[config.mk]
export PLATFORM = sky130hd
export DESIGN_NAME = least_used_idle_worker_dispatcher_core_flat
export DESIGN_NICKNAME = d
export VERILOG_FILES = /design/src/hw/rtl/luiwd_pkg.sv /design/src/hw/rtl/luiwd_ifs.sv /design/src/hw/rtl/luiwd_table.sv /design/src/hw/rtl/least_used_idle_worker_dispatcher_core.sv /design/src/flat_wrapper.sv
export SDC_FILE = /design/constraint.sdc
export NUM_CORES = 1
export LEC_CHECK = 0
export BUFFER_PORTS_ARGS = -buffer_cell sky130_fd_sc_hd__buf_2
export CORE_ASPECT_RATIO = 1.75
export CORE_UTILIZATION = 53
export CTS_CLUSTER_DIAMETER = 40
export DETAILED_ROUTE_END_ITERATION = 8
export MAX_ROUTING_LAYER = met4
export PLACE_DENSITY_LB_ADDON = 0.25
export SYNTH_ARGS = -nofsm -noshare
export SYNTH_HDL_FRONTEND = slang
export SYNTH_HIERARCHICAL = 1
export SYNTH_SLANG_ARGS = --single-unit
[constraint.sdc]
create_clock -name clk -period 5.48 [get_ports clk]
set_input_delay 0 -clock clk [delete_from_list [all_inputs] [get_ports clk]]
set_output_delay 0 -clock clk [all_outputs]
set_load 0.05 [all_outputs]
[src/hw/rtl/luiwd_pkg.sv]
package luiwd_pkg;

  // Default table geometry.
  localparam int NUM_WORKERS_DEF = 8;
  localparam int COUNT_WIDTH_DEF = 16;

  // Field widths of the request and response channels and of the configuration write data.
  localparam int ACT_W    = 2;
  localparam int WID_W    = 3;
  localparam int WORD_W   = 32;
  localparam int CODE_W   = 2;
  localparam int CFG_W    = 4;

  // Worker count after reset.
  localparam int WORKER_COUNT_RST = 8;

  // Request kinds.
  typedef enum logic [ACT_W-1:0] {
    ACT_ASSIGN = 2'd0,
    ACT_START  = 2'd1,
    ACT_DONE   = 2'd2
  } action_t;

  // Response codes.
  typedef enum logic [CODE_W-1:0] {
    RC_OK       = 2'd0,
    RC_ALL_BUSY = 2'd1,
    RC_MISMATCH = 2'd2
  } rc_t;

  // Worker status kept in the table.
  typedef enum logic [1:0] {
    WS_IDLE     = 2'd0,
    WS_ASSIGNED = 2'd1,
    WS_BUSY     = 2'd2
  } wstate_t;

endpackage

[src/hw/rtl/luiwd_ifs.sv]
// Request channel: one event for the dispatcher.
interface luiwd_req_if;
  logic                          valid;
  logic                          ready;
  logic [luiwd_pkg::ACT_W-1:0]   action;
  logic [luiwd_pkg::WID_W-1:0]   worker_id;
  logic [luiwd_pkg::WORD_W-1:0]  task_handle;
  logic [luiwd_pkg::WORD_W-1:0]  task_argument;

  modport source (output valid, output action, output worker_id,
                  output task_handle, output task_argument, input ready);
  modport sink   (input valid, input action, input worker_id,
                  input task_handle, input task_argument, output ready);
endinterface

// Response channel: one result for each request.
interface luiwd_rsp_if;
  logic                          valid;
  logic                          ready;
  logic [luiwd_pkg::CODE_W-1:0]  result_code;
  logic [luiwd_pkg::WID_W-1:0]   chosen_worker;
  logic [luiwd_pkg::WORD_W-1:0]  dispatched_handle;
  logic [luiwd_pkg::WORD_W-1:0]  dispatched_argument;

  modport source (output valid, output result_code, output chosen_worker,
                  output dispatched_handle, output dispatched_argument, input ready);
  modport sink   (input valid, input result_code, input chosen_worker,
                  input dispatched_handle, input dispatched_argument, output ready);
endinterface

[src/hw/rtl/luiwd_table.sv]
module luiwd_table #(
  parameter int NUM_WORKERS = luiwd_pkg::NUM_WORKERS_DEF,
  parameter int COUNT_WIDTH = luiwd_pkg::COUNT_WIDTH_DEF,
  parameter int IDX_W       = (NUM_WORKERS > 1) ? $clog2(NUM_WORKERS) : 1
) (
  input  logic                    clk,
  input  logic                    rst,
  input  logic [IDX_W-1:0]        raddr,
  output luiwd_pkg::wstate_t      rd_state,
  output logic [COUNT_WIDTH-1:0]  rd_count,
  input  logic                    we,
  input  logic [IDX_W-1:0]        waddr,
  input  luiwd_pkg::wstate_t      wr_state,
  input  logic [COUNT_WIDTH-1:0]  wr_count
);
  import luiwd_pkg::*;

  localparam int ENTRY_W = COUNT_WIDTH + 2;

  logic [ENTRY_W-1:0]     mem [NUM_WORKERS];
  logic [NUM_WORKERS-1:0] vld;
  logic [ENTRY_W-1:0]     rd_q;
  logic                   rd_v;

  // Entry valid bits: an entry never written reads as idle with a zero count.
  always_ff @(posedge clk) begin
    if (rst) begin
      vld <= '0;
    end else if (we) begin
      vld[waddr] <= 1'b1;
    end
  end

  // Table storage, one write port.
  always_ff @(posedge clk) begin
    if (we) begin
      mem[waddr] <= {wr_state, wr_count};
    end
  end

  // Registered read port.
  always_ff @(posedge clk) begin
    rd_q <= mem[raddr];
    rd_v <= vld[raddr];
  end

  assign rd_state = rd_v ? wstate_t'(rd_q[ENTRY_W-1 -: 2]) : WS_IDLE;
  assign rd_count = rd_v ? rd_q[COUNT_WIDTH-1:0] : '0;

endmodule

[src/hw/rtl/least_used_idle_worker_dispatcher_core.sv]
// Least-used idle worker dispatcher.
// Requests arrive on the req channel (valid/ready) and carry an action, a
// worker id and a task handle and argument. Each request yields exactly one
// response on the rsp channel: a result code, the chosen or echoed worker and
// the dispatched handle and argument (zero unless an assign succeeded).
// The worker table sits in a synchronous memory with one read and one write
// port. An assign walks the first n entries one per cycle, n being
// worker_count capped at the table size; start and done read one entry. One
// request is in flight at a time; the next one is taken as soon as the
// previous result is in the output register, even while that register still
// waits on the sink.
// If the sink stalls, the finished result waits in the final state and the
// block takes no new request. Reset empties the table (all workers idle with
// zero counts, by per-entry valid bits), drops the response valid and
// sets worker_count to 8. cfg_we writes worker_count; values above the table
// size act as the table size.
module least_used_idle_worker_dispatcher_core #(
  parameter int NUM_WORKERS = luiwd_pkg::NUM_WORKERS_DEF,
  parameter int COUNT_WIDTH = luiwd_pkg::COUNT_WIDTH_DEF
) (
  input  logic                        clk,
  input  logic                        rst,
  input  logic                        cfg_we,
  input  logic [luiwd_pkg::CFG_W-1:0] cfg_wdata,
  luiwd_req_if.sink                   req,
  luiwd_rsp_if.source                 rsp
);
  import luiwd_pkg::*;

  localparam int IDX_W = (NUM_WORKERS > 1) ? $clog2(NUM_WORKERS) : 1;
  localparam int NW_W  = $clog2(NUM_WORKERS + 1);

  typedef enum logic [4:0] {
    S_IDLE = 5'b00001,
    S_SCAN = 5'b00010,
    S_TAIL = 5'b00100,
    S_CHK  = 5'b01000,
    S_FIN  = 5'b10000
  } fsm_t;

  fsm_t                   state;
  logic [CFG_W-1:0]       worker_count;
  logic [NW_W-1:0]        n_eff;
  logic                   wid_ok;
  logic                   out_free;
  logic                   is_asg;

  logic [ACT_W-1:0]       act;
  logic [WID_W-1:0]       wid;
  logic [WORD_W-1:0]      hnd;
  logic [WORD_W-1:0]      arg;
  logic [IDX_W-1:0]       ptr;
  logic                   cmp_on;
  logic [IDX_W-1:0]       cmp_idx;
  logic                   found;
  logic [IDX_W-1:0]       best_idx;
  logic [COUNT_WIDTH-1:0] best_cnt;
  rc_t                    res_code;
  logic                   wr_pend;
  wstate_t                wr_state;
  logic [COUNT_WIDTH-1:0] wr_cnt;

  logic [IDX_W-1:0]       raddr;
  wstate_t                rd_state;
  logic [COUNT_WIDTH-1:0] rd_count;
  logic                   tbl_we;
  logic [IDX_W-1:0]       tbl_waddr;
  wstate_t                tbl_wstate;
  logic [COUNT_WIDTH-1:0] tbl_wcount;

  // Effective worker count, saturated to the table size.
  always_comb begin
    if (32'(worker_count) > NUM_WORKERS) begin
      n_eff = NW_W'(NUM_WORKERS);
    end else begin
      n_eff = NW_W'(worker_count);
    end
  end

  assign wid_ok   = 32'(req.worker_id) < 32'(n_eff);
  assign out_free = !rsp.valid || rsp.ready;
  assign is_asg   = (act == ACT_ASSIGN);
  assign req.ready = (state == S_IDLE);

  // Read address: the scan pointer while scanning, else the requested worker.
  assign raddr = (state == S_SCAN) ? ptr : IDX_W'(req.worker_id);

  // Write-back happens once, when the response is loaded.
  assign tbl_we     = (state == S_FIN) && out_free && (is_asg ? found : wr_pend);
  assign tbl_waddr  = is_asg ? best_idx : IDX_W'(wid);
  assign tbl_wstate = is_asg ? WS_ASSIGNED : wr_state;
  assign tbl_wcount = is_asg ? best_cnt : wr_cnt;

  luiwd_table #(
    .NUM_WORKERS (NUM_WORKERS),
    .COUNT_WIDTH (COUNT_WIDTH),
    .IDX_W       (IDX_W)
  ) u_table (
    .clk      (clk),
    .rst      (rst),
    .raddr    (raddr),
    .rd_state (rd_state),
    .rd_count (rd_count),
    .we       (tbl_we),
    .waddr    (tbl_waddr),
    .wr_state (tbl_wstate),
    .wr_count (tbl_wcount)
  );

  // Control: configuration, state sequencing and response valid.
  always_ff @(posedge clk) begin
    if (rst) begin
      state        <= S_IDLE;
      worker_count <= CFG_W'(WORKER_COUNT_RST);
      rsp.valid    <= 1'b0;
      cmp_on       <= 1'b0;
    end else begin
      if (cfg_we) begin
        worker_count <= cfg_wdata;
      end
      // A new result takes the register; otherwise a taken result leaves it.
      if ((state == S_FIN) && out_free) begin
        rsp.valid <= 1'b1;
      end else if (rsp.ready) begin
        rsp.valid <= 1'b0;
      end
      cmp_on <= (state == S_SCAN);
      case (state)
        S_IDLE: begin
          if (req.valid) begin
            case (req.action)
              ACT_ASSIGN: state <= (n_eff == '0) ? S_FIN : S_SCAN;
              ACT_START, ACT_DONE: state <= wid_ok ? S_CHK : S_FIN;
              default: state <= S_FIN;
            endcase
          end
        end
        S_SCAN: begin
          if ((32'(ptr) + 32'd1) == 32'(n_eff)) begin
            state <= S_TAIL;
          end
        end
        S_TAIL: state <= S_FIN;
        S_CHK:  state <= S_FIN;
        S_FIN: begin
          if (out_free) begin
            state <= S_IDLE;
          end
        end
        default: state <= S_IDLE;
      endcase
    end
  end

  // Datapath: request capture, scan compare, status check and response load.
  always_ff @(posedge clk) begin
    cmp_idx <= ptr;
    case (state)
      S_IDLE: begin
        if (req.valid) begin
          act      <= req.action;
          wid      <= req.worker_id;
          hnd      <= req.task_handle;
          arg      <= req.task_argument;
          ptr      <= '0;
          found    <= 1'b0;
          wr_pend  <= 1'b0;
          res_code <= RC_MISMATCH;
        end
      end
      S_SCAN, S_TAIL: begin
        if (state == S_SCAN) begin
          ptr <= ptr + 1'b1;
        end
        // Keep the idle worker with the lowest count; ties keep the earlier one.
        if (cmp_on && rd_state == WS_IDLE && (!found || rd_count < best_cnt)) begin
          found    <= 1'b1;
          best_idx <= cmp_idx;
          best_cnt <= rd_count;
        end
      end
      S_CHK: begin
        case (act)
          ACT_START: begin
            if (rd_state == WS_ASSIGNED) begin
              wr_pend  <= 1'b1;
              wr_state <= WS_BUSY;
              wr_cnt   <= COUNT_WIDTH'(rd_count + 1'b1);
              res_code <= RC_OK;
            end
          end
          ACT_DONE: begin
            if (rd_state == WS_BUSY) begin
              wr_pend  <= 1'b1;
              wr_state <= WS_IDLE;
              wr_cnt   <= rd_count;
              res_code <= RC_OK;
            end
          end
          default: res_code <= RC_MISMATCH;
        endcase
      end
      S_FIN: begin
        if (out_free) begin
          if (is_asg && found) begin
            rsp.result_code         <= RC_OK;
            rsp.chosen_worker       <= WID_W'(best_idx);
            rsp.dispatched_handle   <= hnd;
            rsp.dispatched_argument <= arg;
          end else if (is_asg) begin
            rsp.result_code         <= RC_ALL_BUSY;
            rsp.chosen_worker       <= '0;
            rsp.dispatched_handle   <= '0;
            rsp.dispatched_argument <= '0;
          end else begin
            rsp.result_code         <= res_code;
            rsp.chosen_worker       <= wid;
            rsp.dispatched_handle   <= '0;
            rsp.dispatched_argument <= '0;
          end
        end
      end
      default: ;
    endcase
  end

endmodule

[src/flat_wrapper.sv]
// flat-port wrapper written by rule: the top's interface ports become plain ports
module least_used_idle_worker_dispatcher_core_flat import luiwd_pkg::*;
#(
  parameter int NUM_WORKERS = luiwd_pkg::NUM_WORKERS_DEF,
  parameter int COUNT_WIDTH = luiwd_pkg::COUNT_WIDTH_DEF
)
  (clk, rst, cfg_we, cfg_wdata, req_valid, req_action, req_worker_id, req_task_handle, req_task_argument, req_ready, rsp_valid, rsp_result_code, rsp_chosen_worker, rsp_dispatched_handle, rsp_dispatched_argument, rsp_ready);
  luiwd_req_if req_i ();
  luiwd_rsp_if rsp_i ();
  input  logic clk;
  input  logic rst;
  input  logic cfg_we;
  input  logic [luiwd_pkg::CFG_W-1:0] cfg_wdata;
  input wire logic [$bits(req_i.valid)-1:0] req_valid;
  input wire logic [$bits(req_i.action)-1:0] req_action;
  input wire logic [$bits(req_i.worker_id)-1:0] req_worker_id;
  input wire logic [$bits(req_i.task_handle)-1:0] req_task_handle;
  input wire logic [$bits(req_i.task_argument)-1:0] req_task_argument;
  output wire logic [$bits(req_i.ready)-1:0] req_ready;
  output wire logic [$bits(rsp_i.valid)-1:0] rsp_valid;
  output wire logic [$bits(rsp_i.result_code)-1:0] rsp_result_code;
  output wire logic [$bits(rsp_i.chosen_worker)-1:0] rsp_chosen_worker;
  output wire logic [$bits(rsp_i.dispatched_handle)-1:0] rsp_dispatched_handle;
  output wire logic [$bits(rsp_i.dispatched_argument)-1:0] rsp_dispatched_argument;
  input wire logic [$bits(rsp_i.ready)-1:0] rsp_ready;
  assign req_i.valid = req_valid;
  assign req_i.action = req_action;
  assign req_i.worker_id = req_worker_id;
  assign req_i.task_handle = req_task_handle;
  assign req_i.task_argument = req_task_argument;
  assign req_ready = req_i.ready;
  assign rsp_valid = rsp_i.valid;
  assign rsp_result_code = rsp_i.result_code;
  assign rsp_chosen_worker = rsp_i.chosen_worker;
  assign rsp_dispatched_handle = rsp_i.dispatched_handle;
  assign rsp_dispatched_argument = rsp_i.dispatched_argument;
  assign rsp_i.ready = rsp_ready;
  least_used_idle_worker_dispatcher_core #(.NUM_WORKERS(NUM_WORKERS), .COUNT_WIDTH(COUNT_WIDTH)) u_core (.clk(clk), .rst(rst), .cfg_we(cfg_we), .cfg_wdata(cfg_wdata), .req(req_i), .rsp(rsp_i));
endmodule
==> results of run 1 <==
metal layers:
metal	up-vias	GRT usage	part of all wire
met3	64	0.0348	0.045
met2	225	0.396	0.54
li1	3584	-	-
met1	3809	0.231	0.38
met4	0	0.0835	0.033
met5	-	-	0
synth_stat cells, types with 3 or more instances:
cell type,count
mux4_2,29
nor3_1,3
o21ai_0,6
nand4_1,7
nand4b_1,3
buf_2,7
mux2_2,14
xor2_1,6
a21o_1,4
nor2b_1,9
inv_1,42
buf_1,3
mux2_1,7
clkbuf_1,20
ha_1,24
and2_1,18
mux4_1,9
xnor2_1,14
and3_1,72
nand2_1,22
a21oi_1,17
mux2i_1,5
nor2_1,20
nand4bb_1,3
nand3_1,12
dfxtp_1,41
edfxtp_1,324
a31oi_1,3
mux2_4,18
o21ai_1,7
power breakdown:
part / leakage, nW / switching, mW / internal, mW / total, mW
registers: 3.31 / 0.0689 / 3.30 / 3.37
clock network: 0.579 / 1.00 / 1.47 / 2.47
logic: 2.79 / 0.558 / 0.259 / 0.817
stage by stage:
step	cells	total power [mW]	area (sq um)	setup WS, ns	hold WS (ns)
5_1_grt	1393	6.89	17300	2.24	0.197
6_report	1393	6.66	17300	2.44	0.198
3_3_place_gp	1246	4.18	15300	2.47	0.177
4_1_cts	1393	6.72	17300	2.40	0.173
2_1_floorplan	802	3.98	14200	1.18	0.0989
3_5_place_dp	1246	4.20	15300	2.40	0.179
final cells by class:
cell class / count / area [sq um] / share of cell area
clock inverters: 17 / 223 / 0.0129
flip-flops and latches: 365 / 10600 / 0.610
inverters: 44 / 165 / 0.00955
repair buffers: 241 / 1650 / 0.0953
well taps: 320 / 400 / 0.0231
clock buffers: 46 / 980 / 0.0566
multi-input cells: 360 / 3330 / 0.192
logic make-up after synthesis:
logic type,Yosys count,synth area share
AND/OR/NAND/NOR,183,0.0752
flip-flops,365,0.743
multiplexers,82,0.102
AO/OA/AOI/OAI,51,0.0231
adder cells (fa/ha/maj),24,0.0211
buffers and inverters,77,0.0238
XOR/XNOR,20,0.0123
cells in the final DEF, fill, tap and decap left out, drive strengths merged, types with 17 or more instances in the layout:
| cell type | count |
|---|---|
| edfxtp | 324 |
| buf | 157 |
| dlygate4sd3 | 84 |
| and3 | 72 |
| inv | 48 |
| clkbuf | 46 |
| dfxtp | 41 |
| mux2 | 39 |
| mux4 | 38 |
| ha | 24 |
| nand2 | 22 |
| nor2 | 22 |
| and2 | 19 |
| a21oi | 17 |
critical path, stage by stage, from the launching register on:
cell      delay, ns
dfxtp_1        0.31
buf_4          0.20
and2_1         0.28
ha_1           0.29
a211oi_1       0.20
o21ai_1        0.09
a221oi_1       0.43
o211ai_1       0.16
nand2_1        0.68
repair_timing:
| item | 4_1_cts | 5_1_grt |
|---|---|---|
| setup buffers | 0 | 0 |
| endpoints found under the hold margin | 87 | 0 |
| gates resized for setup | 0 | 0 |
| hold buffers | 84 | 0 |
path summary, 6_finish.rpt:
| kind | from | endpoint | slack, ns |
|---|---|---|---|
| worst min register to register | u_core/cmp_idx[1] | u_core/best_idx[1] | 0.41 |
| worst min-delay path | req_task_handle[15] | u_core/hnd[15] | 0.20 |
| worst max-delay path | u_core/u_table/rd_v | u_core/best_cnt[0] | 2.44 |
| worst max register to register | u_core/u_table/rd_v | u_core/best_cnt[0] | 2.44 |
registers in the layout (all words and copies together) (netlist names), 2 cells and up:
name / count
u_core/u_table/mem: 144
u_core/arg: 32
u_core/hnd: 32
u_core/rsp.dispatched_argument: 32
u_core/rsp.dispatched_handle: 32
u_core/u_table/rd_q: 18
u_core/best_cnt: 16
u_core/wr_cnt: 16
u_core/u_table/vld: 8
u_core/state: 5
u_core/worker_count: 4
u_core/best_idx: 3
u_core/cmp_idx: 3
u_core/ptr: 3
u_core/rsp.chosen_worker: 3
u_core/wid: 3
u_core/act: 2
u_core/rsp.result_code: 2
==> out/metrics.cfg, run 1 <==
[flow_run]
maxCapViolCount = 0

[place]
port_buffers = 148
hpwl_mm = 17.6
place.gp.congestion = 0.841

[worst_hold_path]
hold_class = primary input to flip-flop
hold_path_depth = 2

[clock_tree]
cts.sinks = 365
cts_root_buf = clkbuf_16
path_clk_slew_ns = 0.06
clkLatencyLatePin_ns = 0.52
numCtsBuffers = 35
htree_levels = 2
clock_path_buffers = 3
cts_tree = yes

[route]
routed_wl_mm = 27.9
initialDrtViolationCount = 459
vias_per_cell = 5.51
drc = 0
routedWlPerCell_um = 20.1
first_pass_iters = 6
num_vias = 7682
detail-route-antenna-nets = 0

[timing]
finalSetupTns_ns = 0
skew_ns = 0.0160
rsz0062_at_grt = false
fmax_mhz = 329
tightest_slew_ns = 0.987
post-route-min-period_ns = 3.04
hold_viol_final = 0
fin_crit_sh = 0.555
final-setup-viol-count = 0
final_max_slew_viol_count = 0
relSlewSlack = 0.342

[finish]
drive_above_1_share = 0.263
utilization = 0.661
syn2layout_area_growth_pct = 21.7
finalNetCount = 1149
antennaDiodeCount = 0
fillers = 1743

[floorplanning]
fp.dieW_um = 126
initial_utilization = 0.543
dieArea_sq_mm = 0.0275
core_area_sq_mm = 0.0262
rows = 78
die_y_um = 219
io-pin-count = 149

[logic_synthesis]
synth.top_cells.by_area = edfxtp_1 68%, dfxtp_1 5.8%, mux4_2 4.6%
syn_nets = 904
syn_area_per_cell_sq_um = 17.7
ys.flop_type = edfxtp_1
ys_warn_count = 6
post_synth_instance_area_sq_mm = 0.0142
synth_edf_count = 324
ys_types = 56
synthArstFlopShare = 0
yosys.area.top_type_share = 0.685
ys_ff_latch = 365
synth_area_leader_cell = edfxtp_1
synth_seq_area_share = 0.743
netlist_instances = 802

[critical_path]
crit_type = flip-flop to flip-flop
reg2regPathDepth = 8
start_kind = flip-flop
endpoint_kind = flip-flop
worstPathArrival_ns = 3.17
critPathRequiredTime_ns = 5.61
crit_path_max_fanout = 19

[global_routing]
grt_remaining_overflow = 0
antenna_found_initial = 0
grt.total_usage = 0.216
grt_max_degree = 70
grt_pass1_wl_mm = 43.2
grt_pass1_vias = 7991

[run_status]
outcome = completed

[pwr]
powerDensity_mw_per_mm2 = 385
ir_drop_mv = 0.249
power_leakage_nw = 6.68

No activity file was read; power rests on OpenSTA's default activity.
==> inputs of run 2 (changes only) <==
- CORE_UTILIZATION: 53 -> 58
- clock period: 5.48 -> 3.1 ns (I/O delays scaled with it)
==> out/metrics.cfg, run 2 (same netlist as run 1, synthesis figures left out) <==
[run_status]
outcome = completed

[global_routing]
antenna_found_initial = 1  ; +1
grt_remaining_overflow = 0  ; unchanged
grt_pass1_vias = 8451  ; +5.8%
grt.total_usage = 0.260  ; +0.0442
grt_pass1_wl_mm = 46.7  ; +8.0%
grt_max_degree = 70  ; unchanged

[clock_tree]
clkLatencyLatePin_ns = 0.52  ; about the same
clock_path_buffers = 3  ; unchanged
htree_levels = 2  ; unchanged
cts.sinks = 365  ; unchanged
cts_root_buf = clkbuf_16
path_clk_slew_ns = 0.07  ; about the same
numCtsBuffers = 34  ; -2.9%
cts_tree = yes

[floorplanning]
core_area_sq_mm = 0.0240  ; -8.2%
initial_utilization = 0.591  ; +0.0482
rows = 75  ; -3.8%
fp.dieW_um = 120  ; -4.3%
dieArea_sq_mm = 0.0251  ; -8.5%
io-pin-count = 149  ; unchanged
die_y_um = 209  ; -4.4%

[place]
hpwl_mm = 18.2  ; +3.1%
port_buffers = 148  ; unchanged
place.gp.congestion = 0.823  ; -2.1%

[route]
routed_wl_mm = 30.6  ; +9.4%
initialDrtViolationCount = 599  ; +31%
detail-route-antenna-nets = 0  ; unchanged
drc = 0  ; unchanged
vias_per_cell = 5.69  ; +3.1%
routedWlPerCell_um = 21.9  ; +9.0%
first_pass_iters = 4  ; -2
num_vias = 7942  ; +3.4%

[worst_hold_path]
hold_class = primary input to flip-flop

[timing]
final-setup-viol-count = 0  ; unchanged
post-route-min-period_ns = 2.54  ; -0.498 ns
hold_viol_final = 0  ; unchanged
rsz0062_at_grt = false
fmax_mhz = 394  ; +20%
relSlewSlack = 0.416  ; +0.0738
skew_ns = 0.0126  ; -0.00342 ns
fin_crit_sh = 0.820  ; +0.265
final_max_slew_viol_count = 0  ; unchanged
finalSetupTns_ns = 0  ; unchanged
tightest_slew_ns = 0.876  ; -0.111 ns

[critical_path]
endpoint_kind = flip-flop
worstPathArrival_ns = 2.69  ; -0.48 ns
crit_type = flip-flop to flip-flop
start_kind = flip-flop
critPathRequiredTime_ns = 3.25  ; -2.36 ns
crit_path_max_fanout = 18  ; -1

[finish]
syn2layout_area_growth_pct = 22.5
fillers = 1480  ; -15%
final_common_cell = edfxtp_1
drive_above_1_share = 0.279  ; +0.0166
finalNetCount = 1165  ; +1.4%
regMostFlops = u_core/u_table/mem
largest_reg_flops = 144  ; unchanged
final_cell_mix = 324 x edfxtp_1, 148 x buf_2, 85 x dlygate4sd3_1

[pwr]
power_leakage_nw = 6.74  ; +0.96%
ir_drop_mv = 0.533  ; +110%
power_mw = 11.7  ; +76%
powerDensity_mw_per_mm2 = 673  ; +75%

[flow_run]
maxCapViolCount = 0  ; unchanged

==> run 2: critical path, stage by stage (launching register included) <==
cell        delay, ns
edfxtp_1         0.40
inv_1            0.10
ha_2             0.35
mux2i_1          0.16
nor2b_4          0.22
or4b_4           0.51
clkinvlp_4       0.43
==> run 2: path summary, 6_finish.rpt <==
path                                   end  slack, ns                start  cells after the start
hold / removal              u_core/hnd[22]       0.20  req_task_handle[22]                      2
setup reg to reg  u_core/u_table/mem[0][5]       0.56        u_core/act[1]                      6
hold reg to reg         u_core/best_idx[2]       0.41    u_core/cmp_idx[2]                      0
setup / recovery  u_core/u_table/mem[0][5]       0.56        u_core/act[1]                      6
==> run 2: stage by stage <==
step | worst slack, ns | area, sq um | util | std cells | hold WS, ns
4_1_cts | 0.556 | 17400 | 0.724 | 1396 | 0.181
3_3_place_gp | 0.657 | 15400 | 0.642 | 1250 | 0.177
3_5_place_dp | 0.553 | 15400 | 0.642 | 1250 | 0.178
6_report | 0.559 | 17400 | 0.724 | 1397 | 0.201
2_1_floorplan | -0.0473 | 14200 | - | 802 | 0.0989
5_1_grt | 0.335 | 17400 | 0.724 | 1397 | 0.186
==> run 2: power by group <==
group          total (mW)  switching [mW]  internal, mW  leakage, nW
registers            5.98           0.144          5.83         3.31
logic                1.54            1.04         0.499         2.89
clock network        4.19            1.76          2.43        0.546
total                11.7            2.95          8.76         6.74
==> run 2: timing repair <==
action / in CTS / in global routing
buffers inserted: 0 / 0
gates resized for setup: 0 / 0
hold endpoints to repair: 89 / 0
hold buffers: 85 / 0
==> run 2: final cells by class <==
type | count | area, sq um | share of cell area
diodes | 1 | 2.50 | 0.000144
inverters | 44 | 169 | 0.00971
multi-input cells | 360 | 3350 | 0.193
clock inverters | 20 | 221 | 0.0127
well taps | 308 | 385 | 0.0222
flip-flops and latches | 365 | 10600 | 0.607
repair buffers | 258 | 1820 | 0.104
clock buffers | 41 | 898 | 0.0516
==> run 2: layer usage <==
layer	share of wire	global-route usage
met2	0.55	0.466
met1	0.36	0.277
met3	0.047	0.0409
met5	0	-
met4	0.045	0.120
==> inputs of run 3 (changes only) <==
- CORE_UTILIZATION: 58 -> 53
- clock period: 3.1 -> 2.1 ns (I/O delays scaled with it)
==> out/metrics.cfg, run 3 (same netlist as run 1, synthesis figures left out) <==
[global_routing]
grt.total_usage = 0.236  ; -0.0236
grt_pass1_vias = 8501  ; +0.59%
grt_remaining_overflow = 0  ; unchanged
antenna_found_initial = 0  ; -1
grt_max_degree = 72  ; +2.9%
grt_pass1_wl_mm = 47.1  ; +0.99%

[timing]
worst_hold_slack_ns = 0.185  ; -0.0156 ns
tightest_slew_ns = 0.872  ; -0.00397 ns
fin_crit_sh = 1.08  ; +0.256
final_max_slew_viol_count = 0  ; unchanged
hold_viol_final = 0  ; unchanged
final-setup-viol-count = 52  ; +52
finalSetupTns_ns = -3.85  ; -3.85 ns
fmax_mhz = 443  ; +12%
post-route-min-period_ns = 2.26  ; -0.282 ns
skew_ns = 0.0243  ; +0.0117 ns
rsz0062_at_grt = true
setup_slack_ns = -0.160  ; -0.718 ns
relSlewSlack = 0.418  ; +0.00265

[run_status]
outcome = finished with violations
violations = setup timing

[finish]
antennaDiodeCount = 0  ; -1
regMostFlops = u_core/u_table/mem
final_common_cell = edfxtp_1
fillers = 1573  ; +6.3%
drive_above_1_share = 0.373  ; +0.0933
seqCellArea_sq_mm = 0.0106  ; about the same
finalNetCount = 1241  ; +6.5%
syn2layout_area_growth_pct = 32.5
final_cell_mix = 324 x edfxtp_1, 148 x buf_2, 85 x dlygate4sd3_1
largest_reg_flops = 144  ; unchanged
multiInputGateArea_sq_mm = 0.00367  ; +9.6%

[clock_tree]
cts_tree = yes
clock_path_buffers = 3  ; unchanged
htree_levels = 2  ; unchanged
cts_root_buf = clkbuf_16
clkLatencyLatePin_ns = 0.54  ; +0.02 ns
cts.sinks = 365  ; unchanged
path_clk_slew_ns = 0.07  ; about the same
numCtsBuffers = 36  ; +5.9%

[route]
routedWlPerCell_um = 21.8  ; -0.13%
detail-route-antenna-nets = 0  ; unchanged
top_layer_used = met4
drt-met1-wl_mm = 11.8  ; +8.1%
vias_per_cell = 5.50  ; -3.2%
wl_met2_mm = 17.3  ; +2.7%
wl_met3_mm = 1.62  ; +12%
first_pass_iters = 4  ; unchanged
drc = 0  ; unchanged
num_vias = 8183  ; +3.0%
routed_wl_mm = 32.5  ; +6.3%
initialDrtViolationCount = 389  ; -35%

[critical_path]
critPathRequiredTime_ns = 2.36  ; -0.89 ns
reg2regPathDepth = 9  ; +3
worstPathArrival_ns = 2.52  ; -0.17 ns
path_buf_inv = 2  ; unchanged
crit_family = compound AO/OA/AOI/OAI gates
cp_cell_sequence = buf_6, and2_4, ha_4, a21o_1, a21o_1, a221oi_2, o211ai_1, nand2_4, clkbuf_16
cp_slowest_cell = dfxtp_4
crit_type = flip-flop to flip-flop
start_kind = flip-flop
crit_top_cell = a21o_1
r2r-end = u_core/best_cnt[2]
endpoint_kind = flip-flop
r2r-start = u_core/u_table/rd_v
crit_path_max_fanout = 6  ; -12
cpPeakStageDelay_ns = 0.37  ; -0.14 ns
rrSetupSlack_ns = -0.16  ; -0.72 ns

[pwr]
power_mw = 17.8  ; +52%
seq_power_share = 0.492  ; -0.018
power_leakage_nw = 7.24  ; +7.5%
swShare = 0.254  ; +0.00210
clockPowerShare = 0.354  ; -0.004
powerDensity_mw_per_mm2 = 948  ; +41%
power_frac_comb = 0.154  ; +0.023
intPower_mw = 13.3  ; +52%
power_switching_mw = 4.52  ; +54%
ir_drop_mv = 0.714  ; +34%

[flow_run]
maxCapViolCount = 0  ; unchanged

[worst_hold_path]
holdPathEnd = u_core/hnd[25]
hold_start = req_task_handle[25]
hold_path_depth = 2  ; unchanged
hold_class = primary input to flip-flop

[floorplanning]
initial_utilization = 0.543  ; -0.0482
core_area_sq_mm = 0.0262  ; +8.9%
fp.dieW_um = 126  ; +4.5%
rows = 78  ; +4.0%
dieArea_sq_mm = 0.0275  ; +9.3%
io-pin-count = 149  ; unchanged
die_y_um = 219  ; +4.6%

[place]
port_buffers = 148  ; unchanged
place.gp.congestion = 0.823  ; about the same
hpwl_mm = 18.3  ; +0.87%

run 3: cell count changes in the layout (fill, tap and decap cells not counted), moves of 9 or more:
cell        change
buf_4          +30
clkinvlp_4     +10
buf_12         +17
clkbuf_16      +10
buf_6          +17
ha_4            +9
run 3: how the worst max path moves through the flow:
stage | start | endpoint | slack [ns] | cells past startpoint
2_1_floorplan | u_core/state[1] | u_core/u_table/mem[0][0] | -1.05 | 6
3_3_place_gp | u_core/u_table/rd_v | u_core/best_cnt[3] | -0.42 | 8
3_5_place_dp | u_core/u_table/rd_v | u_core/best_cnt[4] | -0.45 | 8
4_1_cts | u_core/u_table/rd_v | u_core/best_cnt[4] | -0.11 | 9
5_1_grt | u_core/u_table/rd_v | u_core/best_cnt[2] | -0.24 | 9
6_report | u_core/u_table/rd_v | u_core/best_cnt[2] | -0.16 | 9
run 3: stage by stage:
stage,area (sq um),cells,util,setup slack (ns)
floorplan,14300,802,-,-1.05
global placement,16000,1306,0.611,-0.416
detailed placement,16000,1306,0.611,-0.448
CTS,18400,1475,0.702,-0.109
global route,18800,1487,0.719,-0.236
finish,18800,1487,0.719,-0.160
run 3: worst reg2reg max path, delay by kind of cell, from the launching register on:
kind	cells	cell delay (ns)
buffers and inverters	2	0.30
flip-flops	1	0.37
adder cells (fa/ha/maj)	1	0.16
AO/OA/AOI/OAI	4	0.81
AND/OR/NAND/NOR	2	0.34
run 3: repair_timing:
action / in CTS / in global routing
endpoints found under the hold margin: 92 / 0
resized for setup: 41 / 50
endpoints found under the setup margin: 134 / 213
pin swaps: 8 / 18
buffers inserted: 18 / 6
hold buffers: 85 / 0
gates cloned: 2 / 9
run 3: per-layer routing:
layer / vias up / GRT usage
met2: 279 / 0.425
met1: 4027 / 0.256
met3: 94 / 0.0424
li1: 3783 / -
met4: 0 / 0.0976
met5: - / -
run 3: area by class of cell:
type                    instances  area share
well taps                     320      0.0213
inverters                      44      0.0105
clock inverters                18     0.00911
flip-flops and latches        365       0.561
clock buffers                  48      0.0530
multi-input cells             360       0.195
repair buffers                332       0.150
run 3: power groups by stage:
stage	clock, mW	sequential [mW]	combinational [mW]
after global routing	6.70	8.82	2.92
after global placement	0	8.88	2.27
after floorplan	0	9.27	1.13
final	6.31	8.78	2.74
after detailed placement	0	8.90	2.30
after CTS	6.46	8.75	2.56
